==> src/design/rasp_pkg.sv <==
`timescale 1ns / 1ps
// ----------------------------------------------------------------------------
// rasp_pkg
// Shared widths, codes and types for the array-of-bulk-strings log parser.
// ----------------------------------------------------------------------------
package rasp_pkg;

  // field and counter widths
  localparam int COUNT_BITS  = 14;
  localparam int LENGTH_BITS = 21;
  localparam int ACC_BITS    = (COUNT_BITS > LENGTH_BITS) ? COUNT_BITS : LENGTH_BITS;
  // accumulator holds values up to 2^ACC_BITS (saturation point)
  localparam int ACC_W       = ACC_BITS + 1;
  localparam int PROD_W      = ACC_W + 4;

  localparam int BYTE_BITS   = 8;
  localparam int KIND_BITS   = 3;
  localparam int CODE_BITS   = 3;
  localparam int CFG_IDX_BITS  = 1;
  localparam int CFG_DATA_BITS = ACC_BITS;

  // register reset values
  localparam logic [COUNT_BITS-1:0]  MAX_ARG_COUNT_RST  = COUNT_BITS'(10000);
  localparam logic [LENGTH_BITS-1:0] MAX_ARG_LENGTH_RST = LENGTH_BITS'(1048576);

  // saturation value of the decimal accumulator
  localparam logic [ACC_W-1:0] ACC_CAP = {1'b1, {ACC_BITS{1'b0}}};

  // special bytes
  localparam logic [BYTE_BITS-1:0] CH_STAR   = 8'h2A;
  localparam logic [BYTE_BITS-1:0] CH_DOLLAR = 8'h24;
  localparam logic [BYTE_BITS-1:0] CH_CR     = 8'h0D;
  localparam logic [BYTE_BITS-1:0] CH_LF     = 8'h0A;
  localparam logic [BYTE_BITS-1:0] CH_ZERO   = 8'h30;
  localparam logic [BYTE_BITS-1:0] CH_NINE   = 8'h39;

  // configuration register indexes
  typedef enum logic [CFG_IDX_BITS-1:0] {
    REG_MAX_ARG_COUNT  = 1'b0,
    REG_MAX_ARG_LENGTH = 1'b1
  } rasp_reg_t;

  // parser phases
  typedef enum logic [3:0] {
    PH_START     = 4'd0,
    PH_BLANK_LF  = 4'd1,
    PH_COUNT     = 4'd2,
    PH_COUNT_LF  = 4'd3,
    PH_BULK_MARK = 4'd4,
    PH_LEN       = 4'd5,
    PH_LEN_LF    = 4'd6,
    PH_PAYLOAD   = 4'd7,
    PH_TERM_CR   = 4'd8,
    PH_TERM_LF   = 4'd9,
    PH_HALTED    = 4'd10,
    PH_ERROR     = 4'd11
  } rasp_phase_t;

  // result kinds
  typedef enum logic [KIND_BITS-1:0] {
    K_FRAME   = 3'd0,
    K_PAYLOAD = 3'd1,
    K_ARG_END = 3'd2,
    K_HALT    = 3'd3,
    K_ERROR   = 3'd4
  } rasp_kind_t;

  // error codes
  typedef enum logic [CODE_BITS-1:0] {
    E_NONE        = 3'd0,
    E_BAD_RECORD  = 3'd1,
    E_BAD_COUNT   = 3'd2,
    E_BAD_BULK    = 3'd3,
    E_BAD_LENGTH  = 3'd4,
    E_BAD_TERM    = 3'd5
  } rasp_err_t;

  // configured limits, register block to parser core
  typedef struct packed {
    logic [COUNT_BITS-1:0]  max_arg_count;
    logic [LENGTH_BITS-1:0] max_arg_length;
  } rasp_limits_t;

  // one result beat
  typedef struct packed {
    rasp_kind_t             result_kind;
    logic [BYTE_BITS-1:0]   payload_byte;
    logic [COUNT_BITS-1:0]  arg_index;
    logic                   record_end;
    rasp_err_t              error_code;
  } rasp_result_t;

endpackage

==> src/design/rasp_ifs.sv <==
`timescale 1ns / 1ps
// ----------------------------------------------------------------------------
// rasp channel interfaces
// Valid/ready channels for input bytes, results and register writes.
// ----------------------------------------------------------------------------

// input byte channel
interface rasp_in_if;
  import rasp_pkg::*;
  logic                 valid;
  logic                 ready;
  logic [BYTE_BITS-1:0] data_byte;

  modport source (output valid, output data_byte, input ready);
  modport sink   (input valid, input data_byte, output ready);
endinterface

// result channel
interface rasp_out_if;
  import rasp_pkg::*;
  logic                  valid;
  logic                  ready;
  logic [KIND_BITS-1:0]  result_kind;
  logic [BYTE_BITS-1:0]  payload_byte;
  logic [COUNT_BITS-1:0] arg_index;
  logic                  record_end;
  logic [CODE_BITS-1:0]  error_code;

  modport source (output valid, output result_kind, output payload_byte,
                  output arg_index, output record_end, output error_code,
                  input ready);
  modport sink   (input valid, input result_kind, input payload_byte,
                  input arg_index, input record_end, input error_code,
                  output ready);
endinterface

// register write channel
interface rasp_cfg_if;
  import rasp_pkg::*;
  logic                     valid;
  logic                     ready;
  logic [CFG_IDX_BITS-1:0]  index;
  logic [CFG_DATA_BITS-1:0] data;

  modport source (output valid, output index, output data, input ready);
  modport sink   (input valid, input index, input data, output ready);
endinterface

==> src/design/rasp_cfg_regs.sv <==
`timescale 1ns / 1ps
// ----------------------------------------------------------------------------
// rasp_cfg_regs
// Count and length limit registers, written through the register channel.
// ----------------------------------------------------------------------------
module rasp_cfg_regs (
  input  logic                  clk,
  input  logic                  rst,
  rasp_cfg_if.sink              cfg,
  output rasp_pkg::rasp_limits_t limits
);
  import rasp_pkg::*;

  logic [COUNT_BITS-1:0]  max_arg_count;
  logic [LENGTH_BITS-1:0] max_arg_length;

  // writes are always taken
  assign cfg.ready = 1'b1;

  // register write on each beat
  always_ff @(posedge clk) begin
    if (rst) begin
      max_arg_count  <= MAX_ARG_COUNT_RST;
      max_arg_length <= MAX_ARG_LENGTH_RST;
    end else if (cfg.valid) begin
      case (rasp_reg_t'(cfg.index))
        REG_MAX_ARG_COUNT:  max_arg_count  <= cfg.data[COUNT_BITS-1:0];
        REG_MAX_ARG_LENGTH: max_arg_length <= cfg.data[LENGTH_BITS-1:0];
        default: ;
      endcase
    end
  end

  assign limits.max_arg_count  = max_arg_count;
  assign limits.max_arg_length = max_arg_length;

endmodule

==> src/design/rasp_parse_core.sv <==
`timescale 1ns / 1ps
// ----------------------------------------------------------------------------
// rasp_parse_core
// Parser state and the single-step transition for one byte.
// ----------------------------------------------------------------------------
module rasp_parse_core (
  input  logic                         clk,
  input  logic                         rst,
  input  logic                         step,
  input  logic [rasp_pkg::BYTE_BITS-1:0] data_byte,
  input  rasp_pkg::rasp_limits_t       limits,
  output rasp_pkg::rasp_result_t       result
);
  import rasp_pkg::*;

  rasp_phase_t            phase, phase_next;
  rasp_err_t              err_code, err_next;
  logic [ACC_W-1:0]       acc, acc_next;
  logic                   digit_seen, digit_seen_next;
  logic [COUNT_BITS-1:0]  elems_left, elems_left_next;
  logic [COUNT_BITS-1:0]  elem_idx, elem_idx_next;
  logic [LENGTH_BITS-1:0] payload_left, payload_left_next;

  logic                   is_digit, is_cr, is_lf, is_star, is_dollar;
  logic                   count_ok, length_ok, last_elem;
  logic [PROD_W-1:0]      acc_prod;
  logic [ACC_W-1:0]       acc_sat;

  // byte classes
  assign is_digit  = (data_byte >= CH_ZERO) && (data_byte <= CH_NINE);
  assign is_cr     = (data_byte == CH_CR);
  assign is_lf     = (data_byte == CH_LF);
  assign is_star   = (data_byte == CH_STAR);
  assign is_dollar = (data_byte == CH_DOLLAR);

  // decimal accumulate: acc * 10 + digit, saturating
  assign acc_prod = {1'b0, acc, 3'b000} + {3'b000, acc, 1'b0}
                  + PROD_W'(data_byte - CH_ZERO);
  assign acc_sat  = (acc_prod > PROD_W'(ACC_CAP)) ? ACC_CAP : acc_prod[ACC_W-1:0];

  // number checks
  assign count_ok  = digit_seen && (acc != '0) && (acc <= ACC_W'(limits.max_arg_count));
  assign length_ok = digit_seen && (acc <= ACC_W'(limits.max_arg_length));
  assign last_elem = (elems_left <= COUNT_BITS'(1));

  // next phase and error capture
  always_comb begin
    phase_next = phase;
    err_next   = err_code;
    case (phase)
      PH_START: begin
        if (is_star)      phase_next = PH_COUNT;
        else if (is_cr)   phase_next = PH_BLANK_LF;
        else if (is_lf)   phase_next = PH_HALTED;
        else begin
          phase_next = PH_ERROR;
          err_next   = E_BAD_RECORD;
        end
      end
      PH_BLANK_LF: begin
        if (is_lf) phase_next = PH_START;
        else begin
          phase_next = PH_ERROR;
          err_next   = E_BAD_RECORD;
        end
      end
      PH_COUNT, PH_COUNT_LF: begin
        if (phase == PH_COUNT && is_digit) phase_next = PH_COUNT;
        else if (phase == PH_COUNT && is_cr) phase_next = PH_COUNT_LF;
        else if (is_lf && count_ok) phase_next = PH_BULK_MARK;
        else begin
          phase_next = PH_ERROR;
          err_next   = E_BAD_COUNT;
        end
      end
      PH_BULK_MARK: begin
        if (is_dollar) phase_next = PH_LEN;
        else begin
          phase_next = PH_ERROR;
          err_next   = E_BAD_BULK;
        end
      end
      PH_LEN, PH_LEN_LF: begin
        if (phase == PH_LEN && is_digit) phase_next = PH_LEN;
        else if (phase == PH_LEN && is_cr) phase_next = PH_LEN_LF;
        else if (is_lf && length_ok) begin
          phase_next = (acc == '0) ? PH_TERM_CR : PH_PAYLOAD;
        end else begin
          phase_next = PH_ERROR;
          err_next   = E_BAD_LENGTH;
        end
      end
      PH_PAYLOAD: begin
        if (payload_left == LENGTH_BITS'(1)) phase_next = PH_TERM_CR;
      end
      PH_TERM_CR: begin
        if (is_cr) phase_next = PH_TERM_LF;
        else begin
          phase_next = PH_ERROR;
          err_next   = E_BAD_TERM;
        end
      end
      PH_TERM_LF: begin
        if (is_lf) phase_next = last_elem ? PH_START : PH_BULK_MARK;
        else begin
          phase_next = PH_ERROR;
          err_next   = E_BAD_TERM;
        end
      end
      PH_HALTED: phase_next = PH_HALTED;
      default:   phase_next = PH_ERROR;
    endcase
  end

  // counters and accumulator
  always_comb begin
    acc_next          = acc;
    digit_seen_next   = digit_seen;
    elems_left_next   = elems_left;
    elem_idx_next     = elem_idx;
    payload_left_next = payload_left;
    case (phase)
      PH_START, PH_BULK_MARK: begin
        acc_next        = '0;
        digit_seen_next = 1'b0;
      end
      PH_COUNT, PH_COUNT_LF: begin
        if (phase == PH_COUNT && is_digit) begin
          acc_next        = acc_sat;
          digit_seen_next = 1'b1;
        end else if (is_lf) begin
          elems_left_next = acc[COUNT_BITS-1:0];
          elem_idx_next   = '0;
        end
      end
      PH_LEN, PH_LEN_LF: begin
        if (phase == PH_LEN && is_digit) begin
          acc_next        = acc_sat;
          digit_seen_next = 1'b1;
        end else if (is_lf) begin
          payload_left_next = acc[LENGTH_BITS-1:0];
        end
      end
      PH_PAYLOAD: payload_left_next = payload_left - LENGTH_BITS'(1);
      PH_TERM_LF: begin
        if (is_lf) begin
          if (last_elem) begin
            elems_left_next = '0;
            elem_idx_next   = '0;
          end else begin
            elems_left_next = elems_left - COUNT_BITS'(1);
            elem_idx_next   = elem_idx + COUNT_BITS'(1);
          end
        end
      end
      default: ;
    endcase
  end

  // result for this byte
  always_comb begin
    result.result_kind  = K_FRAME;
    result.payload_byte = '0;
    result.arg_index    = '0;
    result.record_end   = 1'b0;
    result.error_code   = E_NONE;
    case (phase_next)
      PH_ERROR: begin
        result.result_kind = K_ERROR;
        result.error_code  = err_next;
      end
      PH_HALTED: result.result_kind = K_HALT;
      default: begin
        if (phase == PH_PAYLOAD) begin
          result.result_kind  = K_PAYLOAD;
          result.payload_byte = data_byte;
          result.arg_index    = elem_idx;
        end else if (phase == PH_TERM_LF) begin
          result.result_kind = K_ARG_END;
          result.arg_index   = elem_idx;
          result.record_end  = last_elem;
        end
      end
    endcase
  end

  // control state
  always_ff @(posedge clk) begin
    if (rst) begin
      phase    <= PH_START;
      err_code <= E_NONE;
    end else if (step) begin
      phase    <= phase_next;
      err_code <= err_next;
    end
  end

  // datapath state
  always_ff @(posedge clk) begin
    if (step) begin
      acc          <= acc_next;
      digit_seen   <= digit_seen_next;
      elems_left   <= elems_left_next;
      elem_idx     <= elem_idx_next;
      payload_left <= payload_left_next;
    end
  end

endmodule

==> src/design/resp_array_stream_parser_top.sv <==
`timescale 1ns / 1ps
// ----------------------------------------------------------------------------
// resp_array_stream_parser_top
// Parses "*N" records of N "$L" bulk strings from a byte stream, one result
// beat per input byte, with configurable count and length limits.
// ----------------------------------------------------------------------------
//  channel | role   | payload
//  --------+--------+-----------------------------------------------------
//  din     | sink   | data_byte
//  dout    | source | result_kind, payload_byte, arg_index, record_end,
//          |        | error_code
//  cfg     | sink   | index (0 max_arg_count, 1 max_arg_length), data
//
//  One byte per cycle sustained while dout is ready; each byte's result reaches
//  dout through the input register, then the result register after the parse
//  step. The parse step is combinational between these two registers, so
//  bytes flow back to back.
//  A stall on dout holds the result register and then the input register.
//  rst is synchronous; it restores the limits and returns to record start.
// ----------------------------------------------------------------------------
module resp_array_stream_parser_top (
  input  logic        clk,
  input  logic        rst,
  rasp_in_if.sink     din,
  rasp_out_if.source  dout,
  rasp_cfg_if.sink    cfg
);
  import rasp_pkg::*;

  rasp_limits_t         limits;
  rasp_result_t         core_res;
  rasp_result_t         res;
  logic                 res_valid;
  logic                 in_valid;
  logic [BYTE_BITS-1:0] in_byte;
  logic                 advance;
  logic                 step;

  // pipeline flow control
  assign advance   = !res_valid || dout.ready;
  assign step      = in_valid && advance;
  assign din.ready = !in_valid || step;

  rasp_cfg_regs u_cfg (
    .clk    (clk),
    .rst    (rst),
    .cfg    (cfg),
    .limits (limits)
  );

  rasp_parse_core u_core (
    .clk       (clk),
    .rst       (rst),
    .step      (step),
    .data_byte (in_byte),
    .limits    (limits),
    .result    (core_res)
  );

  // input register
  always_ff @(posedge clk) begin
    if (rst) begin
      in_valid <= 1'b0;
    end else if (din.valid && din.ready) begin
      in_valid <= 1'b1;
    end else if (step) begin
      in_valid <= 1'b0;
    end
  end

  always_ff @(posedge clk) begin
    if (din.valid && din.ready) begin
      in_byte <= din.data_byte;
    end
  end

  // result register
  always_ff @(posedge clk) begin
    if (rst) begin
      res_valid <= 1'b0;
    end else if (step) begin
      res_valid <= 1'b1;
    end else if (dout.ready) begin
      res_valid <= 1'b0;
    end
  end

  always_ff @(posedge clk) begin
    if (step) begin
      res <= core_res;
    end
  end

  // result beat
  assign dout.valid        = res_valid;
  assign dout.result_kind  = res.result_kind;
  assign dout.payload_byte = res.payload_byte;
  assign dout.arg_index    = res.arg_index;
  assign dout.record_end   = res.record_end;
  assign dout.error_code   = res.error_code;

endmodule

==> src/flat_wrapper.sv <==
// flat-port wrapper written by rule: the top's interface ports become plain ports
module resp_array_stream_parser_top_flat import rasp_pkg::*;
  (clk, rst, din_valid, din_data_byte, din_ready, dout_valid, dout_result_kind, dout_payload_byte, dout_arg_index, dout_record_end, dout_error_code, dout_ready, cfg_valid, cfg_index, cfg_data, cfg_ready);
  rasp_in_if din_i ();
  rasp_out_if dout_i ();
  rasp_cfg_if cfg_i ();
  input  logic clk;
  input  logic rst;
  input wire logic [$bits(din_i.valid)-1:0] din_valid;
  input wire logic [$bits(din_i.data_byte)-1:0] din_data_byte;
  output wire logic [$bits(din_i.ready)-1:0] din_ready;
  output wire logic [$bits(dout_i.valid)-1:0] dout_valid;
  output wire logic [$bits(dout_i.result_kind)-1:0] dout_result_kind;
  output wire logic [$bits(dout_i.payload_byte)-1:0] dout_payload_byte;
  output wire logic [$bits(dout_i.arg_index)-1:0] dout_arg_index;
  output wire logic [$bits(dout_i.record_end)-1:0] dout_record_end;
  output wire logic [$bits(dout_i.error_code)-1:0] dout_error_code;
  input wire logic [$bits(dout_i.ready)-1:0] dout_ready;
  input wire logic [$bits(cfg_i.valid)-1:0] cfg_valid;
  input wire logic [$bits(cfg_i.index)-1:0] cfg_index;
  input wire logic [$bits(cfg_i.data)-1:0] cfg_data;
  output wire logic [$bits(cfg_i.ready)-1:0] cfg_ready;
  assign din_i.valid = din_valid;
  assign din_i.data_byte = din_data_byte;
  assign din_ready = din_i.ready;
  assign dout_valid = dout_i.valid;
  assign dout_result_kind = dout_i.result_kind;
  assign dout_payload_byte = dout_i.payload_byte;
  assign dout_arg_index = dout_i.arg_index;
  assign dout_record_end = dout_i.record_end;
  assign dout_error_code = dout_i.error_code;
  assign dout_i.ready = dout_ready;
  assign cfg_i.valid = cfg_valid;
  assign cfg_i.index = cfg_index;
  assign cfg_i.data = cfg_data;
  assign cfg_ready = cfg_i.ready;
  resp_array_stream_parser_top u_core (.clk(clk), .rst(rst), .din(din_i), .dout(dout_i), .cfg(cfg_i));
endmodule
==> config.mk <==
export PLATFORM = sky130hd
export DESIGN_NAME = resp_array_stream_parser_top_flat
export DESIGN_NICKNAME = d
export VERILOG_FILES = /design/src/design/rasp_pkg.sv /design/src/design/rasp_ifs.sv /design/src/design/rasp_cfg_regs.sv /design/src/design/rasp_parse_core.sv /design/src/design/resp_array_stream_parser_top.sv /design/src/flat_wrapper.sv
export SDC_FILE = /design/constraint.sdc
export NUM_CORES = 1
export LEC_CHECK = 0
export ABC_CLOCK_PERIOD_IN_PS = 4600
export BUFFER_PORTS_ARGS = -buffer_cell sky130_fd_sc_hd__buf_2
export CAP_MARGIN = 20
export CORE_ASPECT_RATIO = 1.2
export CORE_MARGIN = 1.5
export CORE_UTILIZATION = 56
export DETAILED_ROUTE_END_ITERATION = 12
export PLACE_DENSITY_LB_ADDON = 0.1
export SYNTH_ARGS = -nofsm -noshare
export SYNTH_HDL_FRONTEND = slang
export SYNTH_SLANG_ARGS = --single-unit
==> constraint.sdc <==
create_clock -name clk -period 4.6 [get_ports clk]
set_input_delay 0.92 -clock clk [delete_from_list [all_inputs] [get_ports clk]]
set_output_delay 0.92 -clock clk [all_outputs]
set_load 0.01 [all_outputs]
-- Word-level counts from Yosys, hierarchy flattened
Cells that the tools add are included.
- register bits after elaboration: 153
- bits in latches: 0
- memory bits (writable): 0
- memory bits (read-only): 0
- output and inout port bits: 32
- logic and storage cells: 150
- memories kept: 0
- add/subtract/negate cells: 6
- $mul: 0
- div/mod/pow operators: 0
- magnitude comparators: 6
- eq/ne operators: 24
- shift operators: 0
- multiplexer cells: 59
- bitwise logic cells: 3
- reductions and logical operators: 35
- operators by type and width (operator ; number):
    2-to-1 mux 14 bit ; 9
    2-to-1 mux 22 bit ; 3
    case mux 22 bit (3 select lines) ; 1
    case mux 14 bit (2 select lines) ; 2
    2-to-1 mux 4 bit ; 13
    2-to-1 mux 21 bit ; 2
    2-to-1 mux 3 bit ; 14
    case mux 21 bit (2 select lines) ; 1
    case mux 4 bit (9 select lines) ; 1
    adder 25 x 23 -> 26 bit ; 1
    adder 26 bit ; 1
    > comparator 26 x 22 -> 1 bit, second input constant ; 1
    less-or-equal comparator 22 x 14 -> 1 bit ; 1
    less-or-equal comparator 22 x 21 -> 1 bit ; 1
    logical NOT 22 bit ; 1
    nonzero test 22 bit ; 1
    == test 21 x 1 -> 1 bit, second input constant ; 1
    case mux 3 bit (7 select lines) ; 1
    subtractor 21 x 1 -> 21 bit, second input constant ; 1
    == test 4 bit, second input constant ; 5
    == test 4 x 3 -> 1 bit, second input constant ; 4
    == test 8 x 4 -> 1 bit, second input constant ; 2
    == test 8 x 6 -> 1 bit, second input constant ; 2
    2-to-1 mux 15 bit ; 1
    other kinds (26) ; 63

-- Depth between registers and ports, before layout
- depth after elaboration: 10
- depth in mapped cells: 15
- gate-level depth less buffers: 14

-- Modules after synthesis
A second synthesis with hierarchy kept.
- cell total of the unflattened synthesis: 1086
- area total of the unflattened synthesis: 10641.5 µm²
- by module, submodules not included (module ; instances ; cells each ; area each (µm²) ; seq. area each (µm²)):
    rasp_parse_core ; 1 ; 891 ; 7911.3 ; 2302.2
    rasp_cfg_regs ; 1 ; 148 ; 1515.2 ; 700.7
    resp_array_stream_parser_top ; 1 ; 47 ; 1214.9 ; 1151.1

-- Worst setup path before layout
No wires, ideal clock.
- path kind: register to register
- start point: register u_core.in_byte[7]
- end point: register u_core.u_core.acc[10] (data pin)
- arrival: 4.801 ns
- data required time: 4.430 ns
- slack: -0.370 ns
- cell stages (with the launch flop): 15
- buffers on the path: 2
- clock period less this slack: 4.970 ns
- cell sequence: edfxtp_1 > or2_2 > clkbuf_1 > nor2_1 > fa_1 > ha_1 > o211ai_2 > a2111oi_4 > o21ai_1 > nand3b_1 > xor2_1 > or4_1 > o41a_4 > buf_6 > nor4_2
- cells in the longest elaborated chain, start to end: 6
- ends and longest elaborated chain (item ; line ; text):
    from (decl) ; resp_array_stream_parser_top.sv:35 ; logic [BYTE_BITS-1:0] in_byte;
    from (signal assigned) ; resp_array_stream_parser_top.sv:73 ; in_byte <= din.data_byte;
    subtractor 8 x 6 -> 9 bit * ; rasp_parse_core.sv:38 ; + PROD_W'(data_byte - CH_ZERO);
    adder 26 bit * ; rasp_parse_core.sv:38 ;
    > comparator 26 x 22 -> 1 bit ; rasp_parse_core.sv:39 ; assign acc_sat = (acc_prod > PROD_W'(ACC_CAP)) ? ACC_CAP : acc_prod[ACC_W-1:0];
    2-to-1 mux 22 bit * ; rasp_parse_core.sv:39 ;
    2-to-1 mux 22 bit, on equally long branches ; rasp_parse_core.sv:137, rasp_parse_core.sv:128 ;
    case mux 22 bit (3 select lines) * ; rasp_parse_core.sv:122 ; case (phase)
    to (signal assigned) ; rasp_parse_core.sv:201 ; acc <= acc_next;
    to (decl) ; rasp_parse_core.sv:18 ; logic [ACC_W-1:0] acc, acc_next;
Mark *: on every way between the ends. The rest lies on a longest branch, timed or not. The select of a mux whose other input is x is not followed.
A chain may end at the register's enable or synchronous reset.

-- Final worst setup path
- start point: register u_core.in_byte[7]
- end point: register u_core.u_core.acc[7] (data pin)
The elaborated chain is that of the path after synthesis.

==> impl_metrics.yaml <==
power:
  p_per_area_mw_per_mm2: 334
  clkPwrFrac: 0.358
  seqPwrFrac: 0.400
  ir_worst_vdd_uv: 270
  swShare: 0.314
  power.leakage_uw: 0.00449
  combPwrFrac: 0.242
  finalPower_uw: 3940
  p_int_uw: 2700
  switching_power_uw: 1240
clock_network:
  cts.sinks: 153
  path_clk_slew_ns: 0.07
  cts_root_buffer: "clkbuf_16"
  cts_tree: "built"
  htree_levels: 4
  numCtsBuffers: 17
  clk_latency_ns: 0.44
  cts_buffer_depth: 2
  cts_hold_buffers: 0
global_routing:
  grt_pass1_vias: 8198
  grt_max_degree: 46
  antenna_found_initial: 0
  grt_first_pass_wirelength_um: 43500
  grtUsageTotal: 0.286
  grt-ovfl-total: 0
setup_path:
  startpoint_type: "flop"
  criticalPathCategory: "reg -> reg"
  worstPathArrival_ns: 4.64
  cp.required_ns: 4.85
  rrSetupSlack_ns: 0.21
  endpoint_kind: "flop"
  crit_fanout: 17
placed_design:
  portBuffers: 65
  placedCellCount: 1385
  dp_hpwl_um: 20000
  place_congestion: 0.973
  dp_slack_ns: 0.205
yosys:
  synth_ff_type: "edfxtp_1"
  ys_types: 83
  avgSynthCellArea_um2: 9.41
  syn_nets: 1232
  yosysSeqAreaShare: 0.399
  netlist_area_mm2: 0.0104
  yosysWarnings: 0
  syn_inst: 1106
  synth_edf_count: 109
  ys_async_sr_fraction: 0
  synth_seq_cells: 153
timing:
  worst_pin_slew_ns: 0.906
  finalSetupViolCount: 0
  setup_ws_ns: 0.210
  finalMaxSlewViolations: 0
  fin_skew_ns: 0.0109
  finalSetupTns_ns: 0
  max_freq_ghz: 0.228
  max_slew_margin: 0.396
  grt_setup_unrepaired: "false"
  hold_violations: 0
  fin_crit_ns: 4.39
  period_share: 0.954
floorplanning:
  die_w_um: 127
  ios: 67
  initial_core_util: 0.573
  core_area_mm2: 0.0182
  die_area_mm2: 0.0194
  row_count: 54
  fp.dieH_um: 152
routing:
  wl_um: 27200
  firstDrtPassIters: 7
  drc: 0
  drt_iter0_markers: 815
  vias: 8695
  wl_per_cell_um: 19.0
  via_per_inst: 6.10
  ant_nets: 0
final_layout:
  n_fill_cell: 1506
  area_growth_pct: 13.3
  regArea_mm2: 0.00415
  multi_input_area_mm2: 0.00585
  final_cell_count_no_fill: 1426
  n_antenna_cell: 0
  layout-drive-gt1-share: 0.162
  fin_nets: 1315
  postLayoutCoreUtil: 0.649
hold_path:
  hp-class: "reg -> reg"
status:
  status: "finished, final reports clean"
flow_run:
  max_cap_violations: 0
## per-stage QoR
step | hold slack, ns | area [um^2]
after detailed placement | 0.446 | 11100
final | 0.453 | 11800
after global placement | 0.444 | 11100
after global routing | 0.477 | 11800
after CTS | 0.456 | 11700
after floorplan | 0.436 | 10400
## routing by layer
layer	wire length, um	track usage	vias up
met3	1460	0.0460	59
met1	11900	0.380	4122
met5	0	0	-
met2	12800	0.456	325
li1	-	-	4189
met4	1050	0.140	0
## state kept, by name (all words and copies together) (netlist names)
name,flops
u_core.dout.result_kind,3
u_core.dout.arg_index,14
u_core.dout.error_code,3
u_core.u_core.elems_left,14
u_core.dout.record_end,1
u_core.u_core.acc,22
u_core.dout.valid,1
u_core.u_core.err_code,3
u_core.u_core.phase,4
u_core.u_cfg.max_arg_count,14
u_core.in_valid,1
u_core.u_core.elem_idx,14
u_core.dout.payload_byte,8
u_core.in_byte,8
u_core.u_cfg.max_arg_length,21
u_core.u_core.digit_seen,1
u_core.u_core.payload_left,21
## power by group through the flow
stage	clock network, uW	registers [uW]	logic (uW)
floorplan	0	1590	656
global placement	0	1600	877
global route	1480	1580	1040
finish	1410	1580	951
detailed placement	0	1600	879
CTS	1430	1570	885
## cell usage in the layout (no fill, tap or decap), types with 23 or more instances in the layout
master | Yosys | final
dfxtp_1 | 44 | 44
edfxtp_1 | 109 | 109
ha_1 | 70 | 68
o21ai_0 | 58 | 55
xnor2_1 | 37 | 37
buf_2 | 5 | 65
nand2_1 | 153 | 153
nand3_1 | 24 | 24
a21oi_1 | 83 | 83
xor2_1 | 23 | 23
buf_4 | 1 | 43
nor2_1 | 89 | 88
inv_1 | 64 | 65
## layout make-up
class / count / area share
Clock inverter: 13 / 0.0108
Multi-Input combinational cell: 842 / 0.496
Inverter: 66 / 0.0210
Sequential cell: 153 / 0.352
Tap cell: 224 / 0.0238
Timing Repair Buffer: 109 / 0.0567
Clock buffer: 19 / 0.0394
## kinds of logic (layout without fill, tap and decap cells)
group                      after synthesis  after routing  synth area share
xor gates and xnor gates                60             60            0.0505
DFF                                    153            153             0.399
adders and majority gates               91             91             0.125
AOI/OAI and AO/OA                      246            246             0.157
other                                    1              1          0.000360
buffers and inverters                  111            207            0.0432
and+or+nand+nor                        442            442             0.223
muxes                                    2              2           0.00204
## final timing paths
kind | end | start | cells after the start
setup / recovery | u_core.u_core.acc[7] | u_core.in_byte[7] | 14
hold / removal | u_core.u_cfg.max_arg_length[14] | u_core.u_cfg.max_arg_length[14] | 2
setup reg to reg | u_core.u_core.acc[7] | u_core.in_byte[7] | 14
hold reg to reg | u_core.u_cfg.max_arg_length[14] | u_core.u_cfg.max_arg_length[14] | 2
## cells in the mapped netlist (8+ instances only)
cell	number	area [um^2]
xor2_1	23	201
and3_1	15	93.8
nor2b_1	11	68.8
and2_1	12	75.1
fa_1	21	420
dfxtp_1	44	881
nor2_1	89	334
nand4_1	16	100
nor4_1	19	119
nor3b_2	9	113
nand2_1	153	574
a21o_1	9	67.6
a211o_1	9	78.8
o21ai_0	58	290
xnor2_1	37	324
clkbuf_1	35	131
edfxtp_1	109	3270
o31ai_1	12	90.1
nand3_1	24	120
a21oi_1	83	415
ha_1	70	876
nor3_1	21	105
nand2b_1	10	62.6
a211oi_1	8	60.1
inv_1	64	240
## critical path: stages (launching register included)
cell and delay [ns]:
edfxtp_1 0.37, or2_2 0.37, nor2_2 0.19, buf_12 0.20, fa_1 0.44, ha_2 0.40, o211ai_2 0.15, a2111oi_4 0.39
o21ai_1 0.14, nand3b_1 0.15, xor2_1 0.08, or4_1 0.54, o41a_4 0.46, buf_4 0.17, nor4_2 0.14
## timing repair
action,4_1_cts,5_1_grt
setup buffers,0,9
endpoints found under the setup margin,0,14
resized for setup,0,10
Note: power is estimated with default switching activity, not from simulation.
